## config.mk

```make
export PLATFORM = sky130hd
export DESIGN_NAME = ini_parameter_lookup_parser
export DESIGN_NICKNAME = d
export VERILOG_FILES = /design/src/rtl/iplp_pkg.sv /design/src/rtl/ini_parameter_lookup_parser.sv
export VERILOG_INCLUDE_DIRS = /design/src /design/src/rtl
export SDC_FILE = /design/constraint.sdc
export NUM_CORES = 1
export LEC_CHECK = 0
export ABC_CLOCK_PERIOD_IN_PS = 5100
export BUFFER_PORTS_ARGS = -buffer_cell sky130_fd_sc_hd__buf_2
export CAP_MARGIN = 20
export CELL_PAD_IN_SITES_DETAIL_PLACEMENT = 1
export CELL_PAD_IN_SITES_GLOBAL_PLACEMENT = 2
export CORE_MARGIN = 3
export CORE_UTILIZATION = 37
export CTS_CLUSTER_DIAMETER = 100
export DETAILED_ROUTE_END_ITERATION = 10
export PLACE_DENSITY_LB_ADDON = 0.3
export SETUP_SLACK_MARGIN = 0.02
export SLEW_MARGIN = 25
export SYNTH_ARGS = -nofsm -noshare
export SYNTH_HDL_FRONTEND = slang
export SYNTH_SLANG_ARGS = --single-unit
```

## constraint.sdc

```tcl
create_clock -name clk -period 5.1 [get_ports clk]
set_clock_uncertainty 0.15 [all_clocks]
set_input_delay 0.51 -clock clk [delete_from_list [all_inputs] [get_ports clk]]
set_output_delay 0.51 -clock clk [all_outputs]
set_load 0.01 [all_outputs]
```

## src/rtl/ini_parameter_lookup_parser_macros.svh

```systemverilog
// ----------------------------------------------------------------------------
// ini parameter lookup parser: assertion macros
// Shared concurrent assertion forms, clocked on clk and disabled in reset.
// ----------------------------------------------------------------------------
`ifndef INI_PARAMETER_LOOKUP_PARSER_MACROS_SVH
`define INI_PARAMETER_LOOKUP_PARSER_MACROS_SVH

// same-cycle implication
`define IPLP_ASSERT_NOW(label, ante, cons, msg) \
	label: assert property (@(posedge clk) disable iff (!arst_n) (ante) |-> (cons)) \
		else $error(msg);

// next-cycle implication
`define IPLP_ASSERT_NEXT(label, ante, cons, msg) \
	label: assert property (@(posedge clk) disable iff (!arst_n) (ante) |=> (cons)) \
		else $error(msg);

`endif

```

## src/rtl/iplp_pkg.sv

```systemverilog
// ----------------------------------------------------------------------------
// iplp_pkg
// Types, character codes and result codes for the ini parameter lookup parser.
// ----------------------------------------------------------------------------
`default_nettype none

package iplp_pkg;

	typedef struct packed {
		logic [7:0] text_byte;
		logic       last_byte;
	} in_t;

	typedef struct packed {
		logic [1:0]  status;
		logic [7:0]  value_byte;
		logic [15:0] value_offset;
		logic        final_result;
	} out_t;

	typedef enum logic [2:0] {
		PH_SEEK,
		PH_NAME,
		PH_BODY,
		PH_VALUE,
		PH_DONE
	} phase_t;

	localparam logic [1:0] ST_VALUE_BYTE = 2'd0;
	localparam logic [1:0] ST_VALUE_DONE = 2'd1;
	localparam logic [1:0] ST_NO_SECTION = 2'd2;
	localparam logic [1:0] ST_NO_PARAM   = 2'd3;

	localparam int CFG_INDEX_W = 2;
	localparam logic [CFG_INDEX_W-1:0] CFG_SECTION_NAME   = 2'd0;
	localparam logic [CFG_INDEX_W-1:0] CFG_SECTION_LENGTH = 2'd1;
	localparam logic [CFG_INDEX_W-1:0] CFG_PARAMETER_NUM  = 2'd2;
	localparam int CFG_DATA_W = 64;

	localparam logic [7:0] CH_NUL      = 8'h00;
	localparam logic [7:0] CH_LBRACKET = 8'h5B;
	localparam logic [7:0] CH_RBRACKET = 8'h5D;
	localparam logic [7:0] CH_EQUALS   = 8'h3D;
	localparam logic [7:0] CH_SEMI     = 8'h3B;
	localparam logic [7:0] CH_CR       = 8'h0D;
	localparam logic [7:0] CH_LF       = 8'h0A;

	localparam logic [3:0]  NAME_CNT_MAX = 4'd15;
	localparam logic [15:0] EQ_CNT_MAX   = 16'hFFFF;

	function automatic out_t make_result(logic [1:0] st, logic [7:0] vb,
		logic [15:0] ofs, logic fin);
		out_t r;
		r.status       = st;
		r.value_byte   = vb;
		r.value_offset = ofs;
		r.final_result = fin;
		return r;
	endfunction

endpackage

`default_nettype wire

```

## src/rtl/ini_parameter_lookup_parser.sv

```systemverilog
// A text beat is registered in the input stage, and its results are then written
// into the result queue and offered from there. Throughput: one text beat per
// cycle while the input does not stall; a value byte marked last yields two results
// at once. The input stalls only while more than two results wait in the four-entry
// result queue, which decouples the output stall. Reset clears the lookup state,
// the queue and the registers to their defaults (empty name, length 0, parameter number 1).
// ----------------------------------------------------------------------------
// ini_parameter_lookup_parser
// Streams a settings text, finds the configured section and parameter and
// returns the value bytes, its start offset and the lookup status.
// ----------------------------------------------------------------------------
`default_nettype none
`include "ini_parameter_lookup_parser_macros.svh"

module ini_parameter_lookup_parser #(
	parameter int NAME_BYTES  = 8,
	parameter int OFFSET_BITS = 16
) (
	input  wire logic                               clk,
	input  wire logic                               arst_n,
	input  wire logic                               cfg_write,
	input  wire logic [iplp_pkg::CFG_INDEX_W-1:0]   cfg_index,
	input  wire logic [iplp_pkg::CFG_DATA_W-1:0]    cfg_data,
	input  wire logic                               in_valid,
	output logic                                    in_stall,
	input  wire iplp_pkg::in_t                      in_data,
	output logic                                    out_valid,
	input  wire logic                               out_stall,
	output iplp_pkg::out_t                          out_data
);
	import iplp_pkg::*;

	localparam int FIFO_DEPTH = 4;
	localparam int PTR_W      = 2;
	localparam int CNT_W      = 3;

	// configuration registers
	logic [7:0]  name_q [NAME_BYTES];
	logic [3:0]  name_len_q;
	logic [15:0] param_num_q;

	// input stage
	logic valid_s1;
	in_t  data_s1;
	logic s1_adv;

	// lookup state
	phase_t                 phase_q, phase_d;
	logic [OFFSET_BITS-1:0] text_ofs_q, text_ofs_d;
	logic                   match_q, match_d;
	logic [3:0]             name_cnt_q, name_cnt_d;
	logic [15:0]            eq_cnt_q, eq_cnt_d;
	logic [OFFSET_BITS-1:0] val_start_q, val_start_d;

	// results of the current beat
	out_t       res_c [2];
	logic [1:0] nres;

	logic [7:0]  cur_byte;
	logic        end_s1;
	logic [15:0] eq_inc;
	logic [7:0]  name_sel;
	logic        name_found;
	logic        name_hit;

	// result queue
	out_t             fifo_q [FIFO_DEPTH];
	logic [PTR_W-1:0] wr_ptr_q, rd_ptr_q;
	logic [CNT_W-1:0] count_q;
	logic             pop;

	assign s1_adv   = valid_s1 && (count_q <= CNT_W'(FIFO_DEPTH - 2));
	assign in_stall = valid_s1 && !s1_adv;
	assign pop      = out_valid && !out_stall;
	assign out_valid = (count_q != '0);
	assign out_data  = fifo_q[rd_ptr_q];

	always_ff @(posedge clk or negedge arst_n) begin
		if (!arst_n) begin
			for (int k = 0; k < NAME_BYTES; k++) begin
				name_q[k] <= '0;
			end
			name_len_q  <= '0;
			param_num_q <= 16'd1;
		end else if (cfg_write) begin
			case (cfg_index)
				CFG_SECTION_NAME: begin
					for (int k = 0; k < NAME_BYTES; k++) begin
						name_q[k] <= cfg_data[8*k +: 8];
					end
				end
				CFG_SECTION_LENGTH: name_len_q  <= cfg_data[3:0];
				CFG_PARAMETER_NUM:  param_num_q <= cfg_data[15:0];
				default: ;
			endcase
		end
	end

	always_ff @(posedge clk or negedge arst_n) begin
		if (!arst_n) begin
			valid_s1 <= 1'b0;
		end else if (in_valid && !in_stall) begin
			valid_s1 <= 1'b1;
		end else if (s1_adv) begin
			valid_s1 <= 1'b0;
		end
	end

	always_ff @(posedge clk) begin
		if (in_valid && !in_stall) begin
			data_s1 <= in_data;
		end
	end

	// section name byte at the current name position
	always_comb begin
		name_sel   = '0;
		name_found = 1'b0;
		for (int k = 0; k < NAME_BYTES; k++) begin
			if (name_cnt_q == 4'(k)) begin
				name_sel   = name_q[k];
				name_found = 1'b1;
			end
		end
	end

	assign cur_byte = data_s1.text_byte;
	assign end_s1   = (cur_byte == CH_NUL) || data_s1.last_byte;
	assign eq_inc   = (eq_cnt_q == EQ_CNT_MAX) ? eq_cnt_q : eq_cnt_q + 16'd1;
	assign name_hit = (name_cnt_q < name_len_q) && name_found && (name_sel == cur_byte);

	always_comb begin
		phase_d     = phase_q;
		text_ofs_d  = text_ofs_q;
		match_d     = match_q;
		name_cnt_d  = name_cnt_q;
		eq_cnt_d    = eq_cnt_q;
		val_start_d = val_start_q;
		res_c[0]    = '0;
		res_c[1]    = '0;
		nres        = '0;

		case (phase_q)
			PH_SEEK: begin
				if (cur_byte == CH_LBRACKET) begin
					phase_d    = PH_NAME;
					match_d    = 1'b1;
					name_cnt_d = '0;
				end
			end
			PH_NAME: begin
				if (cur_byte == CH_NUL) begin
					// end of text handled below
				end else if (cur_byte == CH_RBRACKET) begin
					if (match_q && (name_cnt_q == name_len_q)) begin
						phase_d  = PH_BODY;
						eq_cnt_d = '0;
					end else if (name_cnt_q == '0) begin
						res_c[nres[0]] = make_result(ST_NO_SECTION, '0, '0, 1'b1);
						nres           = nres + 2'd1;
						phase_d        = PH_DONE;
					end else begin
						phase_d = PH_SEEK;
					end
				end else begin
					if (!name_hit) begin
						match_d = 1'b0;
					end
					if (name_cnt_q != NAME_CNT_MAX) begin
						name_cnt_d = name_cnt_q + 4'd1;
					end
				end
			end
			PH_BODY: begin
				if (cur_byte == CH_LBRACKET || cur_byte == CH_NUL) begin
					res_c[nres[0]] = make_result(ST_NO_PARAM, '0, '0, 1'b1);
					nres           = nres + 2'd1;
					phase_d        = PH_DONE;
				end else if (cur_byte == CH_EQUALS) begin
					eq_cnt_d = eq_inc;
					if (eq_inc == param_num_q) begin
						phase_d     = PH_VALUE;
						val_start_d = text_ofs_q + OFFSET_BITS'(1);
					end
				end
			end
			PH_VALUE: begin
				if (cur_byte == CH_NUL || cur_byte == CH_LBRACKET || cur_byte == CH_CR ||
					cur_byte == CH_LF || cur_byte == CH_SEMI) begin
					res_c[nres[0]] = make_result(ST_VALUE_DONE, '0, 16'(val_start_q), 1'b1);
					nres           = nres + 2'd1;
					phase_d        = PH_DONE;
				end else begin
					res_c[nres[0]] = make_result(ST_VALUE_BYTE, cur_byte, '0, 1'b0);
					nres           = nres + 2'd1;
				end
			end
			default: ;
		endcase

		if (end_s1) begin
			case (phase_d)
				PH_SEEK, PH_NAME: begin
					res_c[nres[0]] = make_result(ST_NO_SECTION, '0, '0, 1'b1);
					nres           = nres + 2'd1;
				end
				PH_BODY: begin
					res_c[nres[0]] = make_result(ST_NO_PARAM, '0, '0, 1'b1);
					nres           = nres + 2'd1;
				end
				PH_VALUE: begin
					res_c[nres[0]] = make_result(ST_VALUE_DONE, '0, 16'(val_start_d), 1'b1);
					nres           = nres + 2'd1;
				end
				default: ;
			endcase
			phase_d     = PH_SEEK;
			text_ofs_d  = '0;
			match_d     = 1'b1;
			name_cnt_d  = '0;
			eq_cnt_d    = '0;
			val_start_d = '0;
		end else begin
			text_ofs_d = text_ofs_q + OFFSET_BITS'(1);
		end
	end

	always_ff @(posedge clk or negedge arst_n) begin
		if (!arst_n) begin
			phase_q     <= PH_SEEK;
			text_ofs_q  <= '0;
			match_q     <= 1'b1;
			name_cnt_q  <= '0;
			eq_cnt_q    <= '0;
			val_start_q <= '0;
		end else if (s1_adv) begin
			phase_q     <= phase_d;
			text_ofs_q  <= text_ofs_d;
			match_q     <= match_d;
			name_cnt_q  <= name_cnt_d;
			eq_cnt_q    <= eq_cnt_d;
			val_start_q <= val_start_d;
		end
	end

	// result queue pointers
	always_ff @(posedge clk or negedge arst_n) begin
		if (!arst_n) begin
			wr_ptr_q <= '0;
			rd_ptr_q <= '0;
			count_q  <= '0;
		end else begin
			if (s1_adv) begin
				wr_ptr_q <= wr_ptr_q + PTR_W'(nres);
			end
			if (pop) begin
				rd_ptr_q <= rd_ptr_q + PTR_W'(1);
			end
			count_q <= count_q + (s1_adv ? CNT_W'(nres) : '0) - CNT_W'(pop);
		end
	end

	always_ff @(posedge clk) begin
		if (s1_adv && nres != 2'd0) begin
			fifo_q[wr_ptr_q] <= res_c[0];
		end
		if (s1_adv && nres == 2'd2) begin
			fifo_q[wr_ptr_q + PTR_W'(1)] <= res_c[1];
		end
	end

	`IPLP_ASSERT_NOW(a_fifo_bound, 1'b1, count_q <= CNT_W'(FIFO_DEPTH), "result queue overflow")
	`IPLP_ASSERT_NOW(a_two_only_at_end, s1_adv && nres == 2'd2, end_s1, "two results without text end")
	`IPLP_ASSERT_NEXT(a_end_clears_offset, s1_adv && end_s1, text_ofs_q == '0 && phase_q == PH_SEEK, "text end did not clear lookup")
	`IPLP_ASSERT_NEXT(a_done_holds, s1_adv && phase_q == PH_DONE, phase_q == PH_DONE || phase_q == PH_SEEK, "closed lookup reopened")

endmodule

`default_nettype wire

```

After elaboration in Yosys (flattened, before gate mapping)
Memory sizes are Yosys's and may differ from the RTL's.
Cells that the tools add are included.
- register bits: 157
- latch bits: 0
- RAM bits: 108
- bits in read-only memories: 0
- bits of input ports: 80
- output and inout bits: 29
- memories kept: 1
- add/subtract/negate cells: 9
- $mul: 0
- div/mod/pow operators: 0
- $lt $le $gt $ge: 4
- equal/unequal tests: 36
- shift-type cells: 0
- multiplexer cells: 80
- bitwise logic cells: 7
- reduce and logical (&&, ||, !) cells: 36
- memories (memory ; depth ; bits a word ; rd ports ; clocked after Yosys merged registers in ; wr ports ; RTL line ; RTL):
    fifo_q ; 4 ; 27 ; 1 ; 0 ; 2 ; ini_parameter_lookup_parser.sv:67 ; out_t fifo_q [FIFO_DEPTH];
- operators with widths (cell ; count):
    two-way mux 16 bit ; 13
    two-way mux 27 bit ; 6
    case mux 54 bit (3 select lines) ; 1
    case mux 27 bit (3 select lines) ; 1
    two-way mux 8 bit ; 8
    bitwise mux 54 bit ; 1
    two-way mux 54 bit ; 1
    AND 50 bit ; 1
    NOT 50 bit ; 1
    AND 48 bit ; 1
    NOT 48 bit ; 1
    adder 16 x 1 -> 16 bit, second input constant ; 2
    case mux 16 bit (2 select lines) ; 1
    two-way mux 3 bit ; 10
    demux 27 bit (select 1 bit) ; 1
    != test 3 bit, second input constant ; 9
    two-way mux 26 bit ; 1
    two-way mux 1 bit ; 24
    two-way mux 4 bit ; 5
    equality test 16 bit ; 1
    equality test 16 bit, second input constant ; 1
    equality test 4 x 3 -> 1 bit, second input constant ; 4
    equality test 8 x 4 -> 1 bit, second input constant ; 2
    equality test 8 x 6 -> 1 bit, second input constant ; 2
    other kinds (41) ; 74

Depth between registers and ports, before layout
Gate-level depths: netlist of run 1.
- depth after elaboration: 16
- gate-level depth with buffers: 20
- depth with buffers taken out: 19

Worst setup path before layout of run 1
OpenSTA, ideal clock, no wires.
- path type: register -> register
- start: reg name_cnt_q[0]
- end: mem fifo_q[3][0] in the netlist's numbering, enable pin
- setup time: 0.451 ns
- arrival time: 4.746 ns
- data required time: 4.499 ns
- slack: -0.247 ns
- stages on the path, launching flop included: 15
- buffers on the path: 1
- clock period less this slack: 5.347 ns
- cell sequence: dfrtp_1 inv_1 ha_1 and3_1 nand3_1 or4b_2 o22a_1 o21ai_0 nor2_1 ha_1 clkbuf_1 nand2_1 nand2_1 a21oi_1 nor3b_1
- RTL lines (element ; RTL line ; RTL):
    from (decl) ; ini_parameter_lookup_parser.sv:51 ; logic [3:0] name_cnt_q, name_cnt_d;
    from (signal assigned) ; ini_parameter_lookup_parser.sv:240 ; name_cnt_q <= name_cnt_d;
    to (decl) ; ini_parameter_lookup_parser.sv:67 ;

==> results of run 1 <==
[cells in the final DEF, fill, tap and decap left out, types with 5 or more instances in the layout]
master,Yosys,layout
sky130_fd_sc_hd__edfxtp_1,117,117
sky130_fd_sc_hd__o31ai_1,9,9
sky130_fd_sc_hd__a21oi_1,57,57
sky130_fd_sc_hd__or3_1,6,6
sky130_fd_sc_hd__clkbuf_16,0,31
sky130_fd_sc_hd__a221oi_1,11,11
sky130_fd_sc_hd__buf_2,7,107
sky130_fd_sc_hd__a32o_1,12,12
sky130_fd_sc_hd__xnor2_1,30,30
sky130_fd_sc_hd__a22oi_1,12,12
sky130_fd_sc_hd__nor2_1,59,57
sky130_fd_sc_hd__dfrtp_1,146,145
sky130_fd_sc_hd__ha_1,15,15
sky130_fd_sc_hd__a32oi_1,5,5
sky130_fd_sc_hd__a31oi_1,6,6
sky130_fd_sc_hd__nor3_1,15,14
sky130_fd_sc_hd__clkbuf_1,66,7
sky130_fd_sc_hd__nand3_1,35,35
sky130_fd_sc_hd__a221o_1,5,5
sky130_fd_sc_hd__nor2b_1,13,13
sky130_fd_sc_hd__mux2_2,85,85
sky130_fd_sc_hd__buf_4,1,26
sky130_fd_sc_hd__and3_1,13,13
sky130_fd_sc_hd__nand2_1,129,129
sky130_fd_sc_hd__nand3b_1,6,6
sky130_fd_sc_hd__o21ai_1,41,41
sky130_fd_sc_hd__mux4_2,28,28
sky130_fd_sc_hd__o21ai_0,55,55
sky130_fd_sc_hd__a32oi_2,12,12
sky130_fd_sc_hd__inv_1,25,25
sky130_fd_sc_hd__bufinv_16,0,6
sky130_fd_sc_hd__nand2b_1,13,13
sky130_fd_sc_hd__o211ai_1,9,9
sky130_fd_sc_hd__mux2i_1,18,18
sky130_fd_sc_hd__nand4_1,11,11
sky130_fd_sc_hd__and2_1,38,38
sky130_fd_sc_hd__clkbuf_8,0,6
sky130_fd_sc_hd__xor2_1,17,17
sky130_fd_sc_hd__dlygate4sd3_1,0,46
[worst paths after layout]
path	start	endpoint	slack (ns)	depth (start not counted)
min	cfg_data[37]	name_q[29]$_DFFE_PN0P_	0.02	2
max	cur_byte[5]$_DFFE_PP_	fifo_q[2][2]$_DFFE_PP_	0.60	13
max reg2reg	cur_byte[5]$_DFFE_PP_	fifo_q[2][2]$_DFFE_PP_	0.60	13
min in group asynchronous	arst_n	name_q[9]$_DFFE_PN0P_	0.35	2
min reg2reg	count_q[2]$_DFF_PN0_	count_q[2]$_DFF_PN0_	0.34	1
max in group asynchronous	arst_n	val_start_q[3]$_DFFE_PN0P_	3.30	3
[registers in the layout, indices dropped and copies added (netlist names)]
register and cells:
name_q 64, eq_cnt_q 16, param_num_q 16, count_q 3, rd_ptr_q 2, match_q 1, val_start_q 16, data_s1 1
name_len_q 4, fifo_q 108, name_cnt_q 4, phase_q 3, cur_byte 8, valid_s1 1, wr_ptr_q 2, text_ofs_q 16
[cells by family after synthesis]
group,after synthesis,share of synthesized area
simple gates,371,0.137
compound gates,270,0.133
fa+ha+maj,16,0.0150
flops,265,0.523
xor+xnor,49,0.0332
mux,131,0.128
buf+inv,106,0.0308
[power by group]
group / switching, W / internal (W) / leakage, nW / total, W
clock network: 0.000914 / 0.00151 / 0.534 / 0.00242
registers: 0.000219 / 0.00253 / 2.99 / 0.00275
logic: 0.000875 / 0.000718 / 3.08 / 0.00159
[per-stage QoR]
| stage | setup slack [ns] | area, sq um |
|---|---|---|
| 2_1_floorplan | 0.217 | 13800 |
| 3_3_place_gp | 0.726 | 14800 |
| 3_5_place_dp | 0.614 | 14800 |
| 4_1_cts | 0.581 | 16400 |
| 5_1_grt | 0.282 | 16400 |
| 6_report | 0.600 | 16400 |
[per-layer routing]
| layer | wire length [microns] | vias to the layer above | track usage |
|---|---|---|---|
| li1 | - | 4764 | - |
| met1 | 17500 | 5184 | 0.271 |
| met2 | 18700 | 178 | 0.333 |
| met3 | 1410 | 42 | 0.0233 |
| met4 | 626 | 2 | 0.0377 |
| met5 | 9 | - | 0 |
[final cells by class]
type                            count  area share
Sequential cell                   265       0.440
Multi-Input combinational cell    837       0.378
Timing Repair Buffer              180      0.0732
Clock buffer                       44      0.0539
Tap cell                          468      0.0356
Clock inverter                     14      0.0142
Inverter                           26     0.00594
[critical path, stage by stage (launching register included)]
cell and delay, ns:
sky130_fd_sc_hd__edfxtp_1 0.56, sky130_fd_sc_hd__or3_1 0.44, sky130_fd_sc_hd__or4_1 0.39, sky130_fd_sc_hd__mux2_2 0.29, sky130_fd_sc_hd__o22a_1 0.25, sky130_fd_sc_hd__o21ai_0 0.18
sky130_fd_sc_hd__nor2_1 0.08, sky130_fd_sc_hd__ha_1 0.43, sky130_fd_sc_hd__or3b_2 0.51, sky130_fd_sc_hd__nand2_1 0.09, sky130_fd_sc_hd__a22oi_1 0.06, sky130_fd_sc_hd__o22a_1 0.21
sky130_fd_sc_hd__nor2_2 0.07, sky130_fd_sc_hd__buf_4 0.39
==> results.txt, run 1 <==
----------------------------------------------------
[Layout]
  Final nets ... 1437
  Area delta synth->final ... 19.0%
  Non-Filler Instances ... 1834
  Final core occ ... 0.448
  Antenna diode count ... 0
  Fillers ... 3949
  Fraction of final layout cells sized beyond drive strength 1 ... 0.243
  Area of all sequential standard cells ... 7220 sq um
  Multi-input gate area in the final layout ... 6200 sq um

[Floorplanning]
  Die outline width ... 199 microns
  Die span in y ... 199 microns
  Die area ... 39700 sq um
  Core area ... 36700 sq um
  Initial core utilization ... 0.376
  Number of cell rows ... 70
  Number of top-level design ports ... 109

[Clock tree]
  CTS tree ... yes
  Postcts setup bufs ... 0
  Number of clock buffers inserted by TritonCTS ... 31
  Clock-pin slew of the registers on the worst-case setup and hold paths ... 0.06 ns
  Library cell used as clock root buffer ... sky130_fd_sc_hd__clkbuf_16
  Clock net sink count ... 265
  Number of buffers added to fix hold violations after cts ... 45
  Resize count post-CTS ... 0
  Total number of H-tree levels ... 1
  Max clock buf depth ... 3
  Clock network latency to the later pin of the worst-skew pair ... 0.57 ns

[Setup path]
  Kind of critical path ... reg2reg
  Max Fanout on Critical Path ... 27
  Type of element capturing the critical path ... flip-flop
  Crit path launch type ... flip-flop
  Arrival time at the worst endpoint ... 4.56 ns
  Critical path data required time ... 5.16 ns

[Timing]
  Max-slew violation count ... 0
  RSZ-0062 raised after global routing ... false
  Worst hold slack after final layout ... 0.0243 ns
  Hold Violations, Final ... 0
  Time the worst path needs with I/O delays and setup ... 4.50 ns
  Transition time at the pin with the least slew margin ... 0.874 ns
  Worst slew slack as a fraction of its limit ... 0.413
  Final worst path period share ... 0.882
  Highest attainable clock frequency ... 222 MHz
  Final setup vio count ... 0
  Final TNS setup ... 0 ns

[GRT]
  Number of global-route vias before repair ... 10800
  Pin count of the biggest net entering global routing ... 69
  Wire length of the first global-routing pass ... 61700 microns
  Antenna violations before repair ... 1
  GR Util All Layers ... 0.195
  Total global routing overflow ... 0

[Yosys]
  Synthesis Warnings ... 0
  Average cell area after synthesis ... 11.4 sq um
  Fraction of synthesis flops using an asynchronous set or reset pin ... 0.558
  Number of enable-type register cells in the synthesized netlist ... 117
  Post-synth design cell area ... 13800 sq um
  Total nets after synthesis ... 1304
  Number of distinct library cells after synthesis ... 80
  Share of synthesized area occupied by flip-flops and latches ... 0.523
  Portion of synthesized cell area occupied by the leading cell type ... 0.265
  Leading post-synthesis cells by instance count ... 146 x sky130_fd_sc_hd__dfrtp_1, 129 x sky130_fd_sc_hd__nand2_1, 117 x sky130_fd_sc_hd__edfxtp_1
  Synthesized instance count ... 1208
  Cell types occupying the most area after synthesis ... sky130_fd_sc_hd__dfrtp_1 26%, sky130_fd_sc_hd__edfxtp_1 25%, sky130_fd_sc_hd__mux2_2 6.9%, sky130_fd_sc_hd__mux4_2 4.6%, sky130_fd_sc_hd__nand2_1 3.5%
  Cell with the most instances after synthesis ... sky130_fd_sc_hd__dfrtp_1
  Library cell with the largest summed area after synthesis ... sky130_fd_sc_hd__dfrtp_1
  Prevailing post-synth register cell ... sky130_fd_sc_hd__dfrtp_1
  Synth Register Bits ... 265

[Route]
  First DRT Iteration DRCs ... 498
  Wire length per cell ... 20.9 microns
  Via-to-Cell Ratio ... 5.55
  Detailed-router iteration count before antenna repair ... 4
  Wire length after detailed routing ... 38300 microns
  DRT antenna net count ... 0
  Remaining design rule violation count ... 0
  Total via count in the routed design ... 10200

[Placement]
  # port buffers ... 108
  Dpl cells ... 1730
  Final GP Congestion ... 0.801
  Half-perimeter wire length after placement ... 25900 microns

[Flow run]
  Number of maximum-capacitance violations ... 0

[Hold path]
  Worst Hold Class ... in2reg

[Pwr]
  Power density over the cells ... 411 nW/um^2
  Lkg Pwr ... 6.60 nW
  Total design power ... 0.00676 W
  Max rail drop VDD ... 0.000252 V

[Run status]
  Result of the run ... finished clean

----------------------------------------------------
No activity file was read; power rests on OpenSTA's default activity.
==> inputs of run 2 (changes only) <==
--- a/config.mk
+++ b/config.mk
@@ -6,13 +6,14 @@
 export SDC_FILE = /design/constraint.sdc
 export NUM_CORES = 1
 export LEC_CHECK = 0
+export ABC_AREA = 1
 export ABC_CLOCK_PERIOD_IN_PS = 5100
 export BUFFER_PORTS_ARGS = -buffer_cell sky130_fd_sc_hd__buf_2
 export CAP_MARGIN = 20
 export CELL_PAD_IN_SITES_DETAIL_PLACEMENT = 1
 export CELL_PAD_IN_SITES_GLOBAL_PLACEMENT = 2
 export CORE_MARGIN = 3
-export CORE_UTILIZATION = 37
+export CORE_UTILIZATION = 33
 export CTS_CLUSTER_DIAMETER = 100
 export DETAILED_ROUTE_END_ITERATION = 10
 export PLACE_DENSITY_LB_ADDON = 0.3
==> run 2 against run 1 <==
Effect of this change: global-route usage is 0.54 points higher; highest routed layer unchanged; sequential share of layout area is 0.094 points lower; wire length is 16% higher; first-iteration DRC count is 13% higher; design area is 0.20% higher.
==> results.txt, run 2 <==
----------------------------------------------------
[Timing]
  Max-slew violation count ... 0 (unchanged)
  Final TNS setup ... 0 ns (unchanged)
  Time the worst path needs with I/O delays and setup ... 3.99 ns (was 4.50 ns)
  Worst hold slack after final layout ... 0.0517 ns (was 0.0243 ns)
  Final setup vio count ... 0 (unchanged)
  Worst slew slack as a fraction of its limit ... 0.351 (was 0.413)
  Final worst path period share ... 0.782 (was 0.882)
  Highest attainable clock frequency ... 251 MHz (was 222 MHz)
  RSZ-0062 raised after global routing ... false (unchanged)
  Hold Violations, Final ... 0 (unchanged)
  Transition time at the pin with the least slew margin ... 0.966 ns (was 0.874 ns)

[Clock tree]
  Library cell used as clock root buffer ... sky130_fd_sc_hd__clkbuf_16 (unchanged)
  Postcts setup bufs ... 0 (unchanged)
  Max clock buf depth ... 3 (unchanged)
  Clock-pin slew of the registers on the worst-case setup and hold paths ... 0.06 ns (about the same)
  Total number of H-tree levels ... 2 (was 1)
  Number of buffers added to fix hold violations after cts ... 3 (was 45)
  Number of clock buffers inserted by TritonCTS ... 34 (was 31)
  CTS tree ... yes (unchanged)
  Clock network latency to the later pin of the worst-skew pair ... 0.53 ns (was 0.57 ns)
  Clock net sink count ... 265 (unchanged)
  Resize count post-CTS ... 0 (unchanged)

[Yosys]
  Library cell with the largest summed area after synthesis ... sky130_fd_sc_hd__dfrtp_1 (unchanged)
  Total nets after synthesis ... 1775 (was 1304)
  Average cell area after synthesis ... 8.41 sq um (was 11.4 sq um)
  Share of synthesized area occupied by flip-flops and latches ... 0.511 (was 0.523)
  Cell with the most instances after synthesis ... sky130_fd_sc_hd__nand2_1 (was sky130_fd_sc_hd__dfrtp_1)
  Synth Register Bits ... 265 (unchanged)
  Number of enable-type register cells in the synthesized netlist ... 117 (unchanged)
  Cell types occupying the most area after synthesis ... sky130_fd_sc_hd__dfrtp_1 26%, sky130_fd_sc_hd__edfxtp_1 25%, sky130_fd_sc_hd__nand2_1 12%, sky130_fd_sc_hd__o21ai_0 5.4%, sky130_fd_sc_hd__nor2_1 4.9% (was sky130_fd_sc_hd__dfrtp_1 26%, sky130_fd_sc_hd__edfxtp_1 25%, sky130_fd_sc_hd__mux2_2 6.9%, sky130_fd_sc_hd__mux4_2 4.6%, sky130_fd_sc_hd__nand2_1 3.5%)
  Synthesized instance count ... 1679 (was 1208)
  Leading post-synthesis cells by instance count ... 440 x sky130_fd_sc_hd__nand2_1, 186 x sky130_fd_sc_hd__nor2_1, 172 x sky130_fd_sc_hd__inv_1 (was 146 x sky130_fd_sc_hd__dfrtp_1, 129 x sky130_fd_sc_hd__nand2_1, 117 x sky130_fd_sc_hd__edfxtp_1)
  Portion of synthesized cell area occupied by the leading cell type ... 0.259 (was 0.265)
  Fraction of synthesis flops using an asynchronous set or reset pin ... 0.558 (unchanged)
  Post-synth design cell area ... 14100 sq um (was 13800 sq um)
  Prevailing post-synth register cell ... sky130_fd_sc_hd__dfrtp_1 (unchanged)
  Number of distinct library cells after synthesis ... 42 (was 80)
  Synthesis Warnings ... 0 (unchanged)

[Layout]
  Most common cell after layout, fill and taps aside ... sky130_fd_sc_hd__nand2_1 (was sky130_fd_sc_hd__dfrtp_1)
  Commonest non-fill, non-tap cells in the layout ... 440 x sky130_fd_sc_hd__nand2_1, 180 x sky130_fd_sc_hd__nor2_1, 172 x sky130_fd_sc_hd__inv_1, 148 x sky130_fd_sc_hd__o21ai_0, 146 x sky130_fd_sc_hd__dfrtp_1 (was 145 x sky130_fd_sc_hd__dfrtp_1, 129 x sky130_fd_sc_hd__nand2_1, 117 x sky130_fd_sc_hd__edfxtp_1, 107 x sky130_fd_sc_hd__buf_2, 85 x sky130_fd_sc_hd__mux2_2)
  Final nets ... 1875 (was 1437)
  Registers with the most flip-flops ... fifo_q (108), name_q (64) (unchanged)
  Number of flip-flops under the largest register name ... 108 (unchanged)
  Biggest register ... fifo_q (unchanged)
  Area delta synth->final ... 16.6% (was 19.0%)
  Fraction of final layout cells sized beyond drive strength 1 ... 0.154 (was 0.243)
  Fillers ... 4986 (was 3949)

[Pwr]
  Internal power consumption ... 0.00455 W (was 0.00475 W)
  Net switching component of the power ... 0.00220 W (was 0.00201 W)
  Combinational group share of total power ... 0.242 (was 0.236)
  Lkg Pwr ... 7.41 nW (was 6.60 nW)
  Clock network fraction of total power ... 0.365 (was 0.358)
  Power density over the cells ... 410 nW/um^2 (was 411 nW/um^2)
  Sequential group share of total power ... 0.393 (was 0.406)
  Fraction of power spent switching nets ... 0.327 (was 0.297)
  Max rail drop VDD ... 0.000249 V (was 0.000252 V)

[GRT]
  Antenna violations before repair ... 9 (was 1)
  Grt met3 use ... 0.0354 (was 0.0233)
  Global routing met1 resource utilization ... 0.274 (was 0.271)
  Met2 layer usage reported by global route ... 0.331 (was 0.333)
  Wire length of the first global-routing pass ... 70900 microns (was 61700 microns)
  GR Util All Layers ... 0.201 (was 0.195)
  Number of global-route vias before repair ... 12300 (was 10800)
  Total global routing overflow ... 0 (unchanged)
  Pin count of the biggest net entering global routing ... 94 (was 69)
  Most crowded layer after global routing ... met2 (unchanged)

[Setup path]
  Arrival time at the worst endpoint ... 4.06 ns (was 4.56 ns)
  Cell with the largest stage delay on the worst path ... sky130_fd_sc_hd__o21ai_2 (was sky130_fd_sc_hd__edfxtp_1)
  Cells on worst reg2reg path ... 16 (was 13)
  Setup slack on the worst flop-to-flop path ... 1.11 ns (was 0.60 ns)
  R2R Path End ... fifo_q[1][26]$_DFFE_PP_ (was fifo_q[2][2]$_DFFE_PP_)
  Reg-to-Reg Start ... cur_byte[2]$_DFFE_PP_ (was cur_byte[5]$_DFFE_PP_)
  Crit-path leading delay family ... compound AO/OA/AOI/OAI gates (was simple AND/OR/NAND/NOR gates)
  Combined buffer and inverter count along the critical path ... 4 (was 1)
  Kind of critical path ... reg2reg (unchanged)
  Critical path depth in cells ... 16 (was 13)
  Crit-path cells ... inv_1 > nand2_1 > nor3_1 > nand4_1 > inv_1 > nor2_1 > nand2_1 > nand2_1 > nand2_1 > nor2_1 > ha_1 > inv_1 > o21ai_0 > o21ai_0 > o21ai_2 > buf_4 (was or3_1 > or4_1 > mux2_2 > o22a_1 > o21ai_0 > nor2_1 > ha_1 > or3b_2 > nand2_1 > a22oi_1 > o22a_1 > nor2_2 > buf_4)
  Critical Path Start ... cur_byte[2]$_DFFE_PP_ (was cur_byte[5]$_DFFE_PP_)
  Max Fanout on Critical Path ... 18 (was 27)
  Cell repeated most along the worst path ... sky130_fd_sc_hd__nand2_1 (was sky130_fd_sc_hd__o22a_1)
  Critical path data required time ... 5.16 ns (about the same)
  Type of element capturing the critical path ... flip-flop (unchanged)
  Crit path launch type ... flip-flop (unchanged)
  Slowest Stage Delay on Critical Path ... 0.56 ns (about the same)

[Hold path]
  Worst Hold Path EP ... data_s1[0]$_DFFE_PP_ (was name_q[29]$_DFFE_PN0P_)
  Cell depth of the worst min-delay path ... 1 (was 2)
  Beginning of the worst hold path ... in_data[0] (was cfg_data[37])
  Worst Hold Class ... in2reg (unchanged)

[Floorplanning]
  Die span in y ... 213 microns (was 199 microns)
  Die area ... 45300 sq um (was 39700 sq um)
  Number of cell rows ... 75 (was 70)
  Die outline width ... 213 microns (was 199 microns)
  Number of top-level design ports ... 109 (unchanged)
  Core area ... 42100 sq um (was 36700 sq um)
  Initial core utilization ... 0.335 (was 0.376)

[Route]
  Detailed-router iteration count before antenna repair ... 5 (was 4)
  Wire length after detailed routing ... 44400 microns (was 38300 microns)
  DRT antenna net count ... 0 (unchanged)
  Via-to-Cell Ratio ... 5.00 (was 5.55)
  Wire length per cell ... 18.9 microns (was 20.9 microns)
  Total via count in the routed design ... 11700 (was 10200)
  Remaining design rule violation count ... 0 (unchanged)
  First DRT Iteration DRCs ... 562 (was 498)

[Flow run]
  Number of maximum-capacitance violations ... 0 (unchanged)

[Placement]
  # port buffers ... 108 (unchanged)
  Half-perimeter wire length after placement ... 31400 microns (was 25900 microns)
  Final GP Congestion ... 0.835 (was 0.801)

[Run status]
  Result of the run ... finished clean (unchanged)

----------------------------------------------------
-- run 2: changes by cell type after synthesis, moves of 43 or more --
| cell | change |
|---|---|
| sky130_fd_sc_hd__nand4_1 | +43 |
| sky130_fd_sc_hd__o21ai_0 | +97 |
| sky130_fd_sc_hd__nand2_1 | +311 |
| sky130_fd_sc_hd__o22ai_1 | +55 |
| sky130_fd_sc_hd__nor2_1 | +127 |
| sky130_fd_sc_hd__inv_1 | +147 |
| sky130_fd_sc_hd__nand3_1 | +69 |
| sky130_fd_sc_hd__mux2_2 | -50 |
-- run 2: area by class of cell --
cell class                 instances  area (sq um)  share of cell area
inverter                         185           694              0.0422
clock inverter                    16           185              0.0113
antenna                            5          12.5            0.000760
timing repair buffer             133           774              0.0471
multi-input combinational       1160          5950               0.361
clock buffer                      44           950              0.0577
sequential                       265          7220               0.439
tap                              539           674              0.0410
-- run 2: cells by family (layout without fill, tap and decap cells) --
group,after synthesis,in the layout,share of synthesized area
other cells,0,5,0
compound gates,250,250,0.105
buf+inv,254,378,0.0708
mux,35,35,0.0279
simple gates,836,836,0.256
xor+xnor,23,23,0.0143
flops,265,265,0.511
fa+ha+maj,16,16,0.0147
-- run 2: per-layer routing --
layer	wire length, microns	vias to the layer above
met2	20500	178
li1	-	5784
met4	847	8
met3	1790	61
met5	44	-
met1	21200	5695
-- run 2: how the worst max path moves through the flow --
stage	end
after CTS	fifo_q[1][14]$_DFFE_PP_
final	fifo_q[1][26]$_DFFE_PP_
after detailed placement	fifo_q[1][22]$_SDFFCE_PP0P_
after global routing	fifo_q[1][2]$_DFFE_PP_
after global placement	fifo_q[1][19]$_SDFFCE_PP0P_
after floorplan	fifo_q[0][0]$_DFFE_PP_
-- run 2: per-stage QoR --
stage | total power [W] | instances | area [sq um] | util | setup WS (ns)
floorplan | 0.00366 | 1679 | 14100 | - | 0.507
global placement | 0.00432 | 2278 | 15200 | 0.362 | 1.24
detailed placement | 0.00437 | 2278 | 15200 | 0.362 | 1.07
CTS | 0.00687 | 2341 | 16400 | 0.390 | 1.05
global route | 0.00717 | 2343 | 16400 | 0.390 | 0.704
finish | 0.00675 | 2347 | 16500 | 0.391 | 1.11
-- run 2: power groups by stage --
stage / Sequential, W / Combinational, W / Clock [W]
after floorplan: 0.00264 / 0.00102 / 0
after global placement: 0.00268 / 0.00164 / 0
after detailed placement: 0.00269 / 0.00167 / 0
after CTS: 0.00265 / 0.00168 / 0.00254
after global routing: 0.00268 / 0.00186 / 0.00263
final: 0.00265 / 0.00164 / 0.00246
==> inputs of run 3 (changes only) <==
--- a/config.mk
+++ b/config.mk
@@ -7,13 +7,13 @@
 export NUM_CORES = 1
 export LEC_CHECK = 0
 export ABC_AREA = 1
-export ABC_CLOCK_PERIOD_IN_PS = 5100
+export ABC_CLOCK_PERIOD_IN_PS = 4100
 export BUFFER_PORTS_ARGS = -buffer_cell sky130_fd_sc_hd__buf_2
 export CAP_MARGIN = 20
 export CELL_PAD_IN_SITES_DETAIL_PLACEMENT = 1
 export CELL_PAD_IN_SITES_GLOBAL_PLACEMENT = 2
 export CORE_MARGIN = 3
-export CORE_UTILIZATION = 33
+export CORE_UTILIZATION = 37
 export CTS_CLUSTER_DIAMETER = 100
 export DETAILED_ROUTE_END_ITERATION = 10
 export PLACE_DENSITY_LB_ADDON = 0.3
==> constraint.sdc (replaced) <==
create_clock -name clk -period 4.1 [get_ports clk]
set_clock_uncertainty 0.15 [all_clocks]
set_input_delay 0.41 -clock clk [delete_from_list [all_inputs] [get_ports clk]]
set_output_delay 0.41 -clock clk [all_outputs]
set_load 0.01 [all_outputs]
==> run 3 against run 2 <==
Effect of this change: design area rose by 3.6%; wire length up 1.4%; worst hold slack worse by 0.014 ns; sequential share of layout area fell by 1.5 points; total power increased by 21%; global-route usage is 2.0 points higher; clock power up 13%; non-clock buffer count increased by 82; critical path type unchanged.
==> results.txt, run 3 (synthesized netlist as in run 2, its figures left out) <==
----------------------------------------------------
[Layout]
  Fillers ... 4497 (was 4986)
  Commonest non-fill, non-tap cells in the layout ... 439 x sky130_fd_sc_hd__nand2_1, 180 x sky130_fd_sc_hd__nor2_1, 172 x sky130_fd_sc_hd__inv_1, 147 x sky130_fd_sc_hd__o21ai_0, 146 x sky130_fd_sc_hd__dfrtp_1 (was 440 x sky130_fd_sc_hd__nand2_1, 180 x sky130_fd_sc_hd__nor2_1, 172 x sky130_fd_sc_hd__inv_1, 148 x sky130_fd_sc_hd__o21ai_0, 146 x sky130_fd_sc_hd__dfrtp_1)
  Final nets ... 1954 (was 1875)
  Most common cell after layout, fill and taps aside ... sky130_fd_sc_hd__nand2_1 (unchanged)
  Post-route design area ... 17100 sq um (was 16500 sq um)
  Number of flip-flops under the largest register name ... 108 (unchanged)
  Registers with the most flip-flops ... fifo_q (108), name_q (64) (unchanged)
  Antenna diode count ... 0 (was 5)
  Area delta synth->final ... 20.8% (was 16.6%)
  Fraction of final layout cells sized beyond drive strength 1 ... 0.151 (was 0.154)
  Biggest register ... fifo_q (unchanged)

[Floorplanning]
  Number of cell rows ... 70 (was 75)
  Die span in y ... 201 microns (was 213 microns)
  Initial core utilization ... 0.380 (was 0.335)
  Die area ... 40500 sq um (was 45300 sq um)
  Core area ... 37100 sq um (was 42100 sq um)
  Die outline width ... 201 microns (was 213 microns)
  Number of top-level design ports ... 109 (unchanged)

[Setup path]
  Kind of critical path ... reg2reg (unchanged)
  Arrival time at the worst endpoint ... 3.99 ns (was 4.06 ns)
  Critical path data required time ... 4.44 ns (was 5.16 ns)
  Crit path launch type ... flip-flop (unchanged)
  Max Fanout on Critical Path ... 5 (was 18)
  Type of element capturing the critical path ... flip-flop (unchanged)

[Clock tree]
  Library cell used as clock root buffer ... sky130_fd_sc_hd__clkbuf_16 (unchanged)
  Max clock buf depth ... 3 (unchanged)
  CTS tree ... yes (unchanged)
  Total number of H-tree levels ... 1 (was 2)
  Clock network latency to the later pin of the worst-skew pair ... 0.56 ns (was 0.53 ns)
  Number of clock buffers inserted by TritonCTS ... 31 (was 34)
  Clock-pin slew of the registers on the worst-case setup and hold paths ... 0.06 ns (about the same)
  Postcts setup bufs ... 0 (unchanged)
  Clock net sink count ... 265 (unchanged)

[GRT]
  Most crowded layer after global routing ... met2 (unchanged)
  Number of global-route vias before repair ... 12800 (was 12300)
  Wire length of the first global-routing pass ... 72400 microns (was 70900 microns)
  Total global routing overflow ... 0 (unchanged)
  Global routing met1 resource utilization ... 0.295 (was 0.274)
  Met2 layer usage reported by global route ... 0.391 (was 0.331)
  Grt met3 use ... 0.0238 (was 0.0354)
  GR Util All Layers ... 0.221 (was 0.201)
  Pin count of the biggest net entering global routing ... 94 (unchanged)
  Antenna violations before repair ... 0 (was 9)

[Timing]
  Transition time at the pin with the least slew margin ... 0.982 ns (was 0.966 ns)
  Hold Violations, Final ... 0 (unchanged)
  Final worst path period share ... 0.891 (was 0.782)
  Worst slew slack as a fraction of its limit ... 0.343 (was 0.351)
  Final setup vio count ... 0 (unchanged)
  RSZ-0062 raised after global routing ... false (unchanged)
  Highest attainable clock frequency ... 274 MHz (was 251 MHz)
  Time the worst path needs with I/O delays and setup ... 3.65 ns (was 3.99 ns)
  Max-slew violation count ... 0 (unchanged)
  Final TNS setup ... 0 ns (unchanged)

[Route]
  DRT antenna net count ... 0 (unchanged)
  Remaining design rule violation count ... 0 (unchanged)
  Wire length per cell ... 18.9 microns (about the same)
  First DRT Iteration DRCs ... 634 (was 562)
  Detailed-router iteration count before antenna repair ... 5 (unchanged)
  Via-to-Cell Ratio ... 5.09 (was 5.00)
  Total via count in the routed design ... 12100 (was 11700)
  Wire length after detailed routing ... 45000 microns (was 44400 microns)

[Flow run]
  Number of maximum-capacitance violations ... 0 (unchanged)

[Pwr]
  Total design power ... 0.00817 W (was 0.00675 W)
  Max rail drop VDD ... 0.000350 V (was 0.000249 V)
  Lkg Pwr ... 7.69 nW (was 7.41 nW)
  Power density over the cells ... 479 nW/um^2 (was 410 nW/um^2)

[Placement]
  Half-perimeter wire length after placement ... 31300 microns (was 31400 microns)
  Cell area after placement ... 15300 sq um (was 15200 sq um)
  Final GP Congestion ... 0.834 (was 0.835)
  # port buffers ... 108 (unchanged)

[Run status]
  Result of the run ... finished clean (unchanged)

[Hold path]
  Worst Hold Class ... in2reg (unchanged)

----------------------------------------------------
run 3: changes by cell type in the layout (fill, tap and decap cells not counted), sizes merged:
cell         delta
diode           -5
clkbuf          +2
clkinv          -6
buf            +14
dlygate4sd3    +68
clkinvlp        -1
run 3: metrics by stage:
| stage | hold WS [ns] | utilization | setup slack, ns | std cells |
|---|---|---|---|---|
| finish | 0.0372 | 0.459 | 0.446 | 2384 |
| floorplan | -0.0356 | - | -0.493 | 1679 |
| CTS | 0.00997 | 0.458 | 0.309 | 2383 |
| detailed placement | 0.320 | 0.412 | 0.337 | 2257 |
| global placement | 0.315 | 0.412 | 0.453 | 2257 |
| global route | 0.0296 | 0.459 | 0.122 | 2384 |
run 3: critical path, cell delays in order, from the launching register on:
cell	delay, ns
sky130_fd_sc_hd__dfrtp_1	0.41
sky130_fd_sc_hd__inv_1	0.14
sky130_fd_sc_hd__ha_1	0.30
sky130_fd_sc_hd__nand2_1	0.05
sky130_fd_sc_hd__nor2_1	0.18
sky130_fd_sc_hd__nor2_1	0.06
sky130_fd_sc_hd__nand3_1	0.09
sky130_fd_sc_hd__nand2_1	0.06
sky130_fd_sc_hd__inv_1	0.12
sky130_fd_sc_hd__nand2_1	0.14
sky130_fd_sc_hd__ha_1	0.31
sky130_fd_sc_hd__inv_1	0.05
sky130_fd_sc_hd__o21ai_1	0.22
sky130_fd_sc_hd__nand2_1	0.09
sky130_fd_sc_hd__ha_1	0.27
sky130_fd_sc_hd__inv_1	0.05
sky130_fd_sc_hd__ha_1	0.13
sky130_fd_sc_hd__inv_1	0.04
sky130_fd_sc_hd__fa_1	0.37
sky130_fd_sc_hd__xnor2_1	0.17
sky130_fd_sc_hd__xor2_1	0.16
run 3: cell type report:
| class | count | area (sq um) | share of cell area |
|---|---|---|---|
| inverter | 185 | 694 | 0.0407 |
| multi-input combinational | 1160 | 5950 | 0.349 |
| tap | 504 | 631 | 0.0370 |
| sequential | 265 | 7220 | 0.423 |
| clock inverter | 9 | 149 | 0.00873 |
| timing repair buffer | 215 | 1560 | 0.0915 |
| clock buffer | 46 | 852 | 0.0500 |
run 3: per-layer routing:
| layer | vias to the layer above | share of wire |
|---|---|---|
| met2 | 213 | 0.50 |
| met5 | - | 0 |
| met4 | 0 | 0.019 |
| met3 | 52 | 0.033 |
| li1 | 5943 | - |
| met1 | 5932 | 0.45 |
run 3: path summary, 6_finish.rpt:
| check | startpoint | endpoint | slack [ns] | depth (start not counted) |
|---|---|---|---|---|
| min in group asynchronous | arst_n | param_num_q[9]$_DFFE_PN0P_ | 0.31 | 2 |
| hold / removal | cfg_data[4] | name_q[60]$_DFFE_PN0P_ | 0.04 | 3 |
| hold reg to reg | match_q$_DFFE_PN1P_ | match_q$_DFFE_PN1P_ | 0.32 | 2 |
| setup / recovery | name_cnt_q[0]$_DFFE_PN0P_ | count_q[2]$_DFF_PN0_ | 0.45 | 20 |
| setup reg to reg | name_cnt_q[0]$_DFFE_PN0P_ | count_q[2]$_DFF_PN0_ | 0.45 | 20 |
| max in group asynchronous | arst_n | param_num_q[0]$_DFFE_PN1P_ | 2.58 | 3 |
run 3: timing repair:
item,4_1_cts,5_1_grt
endpoints found under the setup margin,0,1
hold endpoints to repair,147,0
gates resized for setup,0,2
hold buffers,71,0
run 3: report_power, final:
| part | internal, W | total [W] | switching, W |
|---|---|---|---|
| combinational | 0.000700 | 0.00209 | 0.00139 |
| clock | 0.00167 | 0.00278 | 0.00111 |
| sequential | 0.00312 | 0.00330 | 0.000177 |
| total | 0.00550 | 0.00817 | 0.00268 |
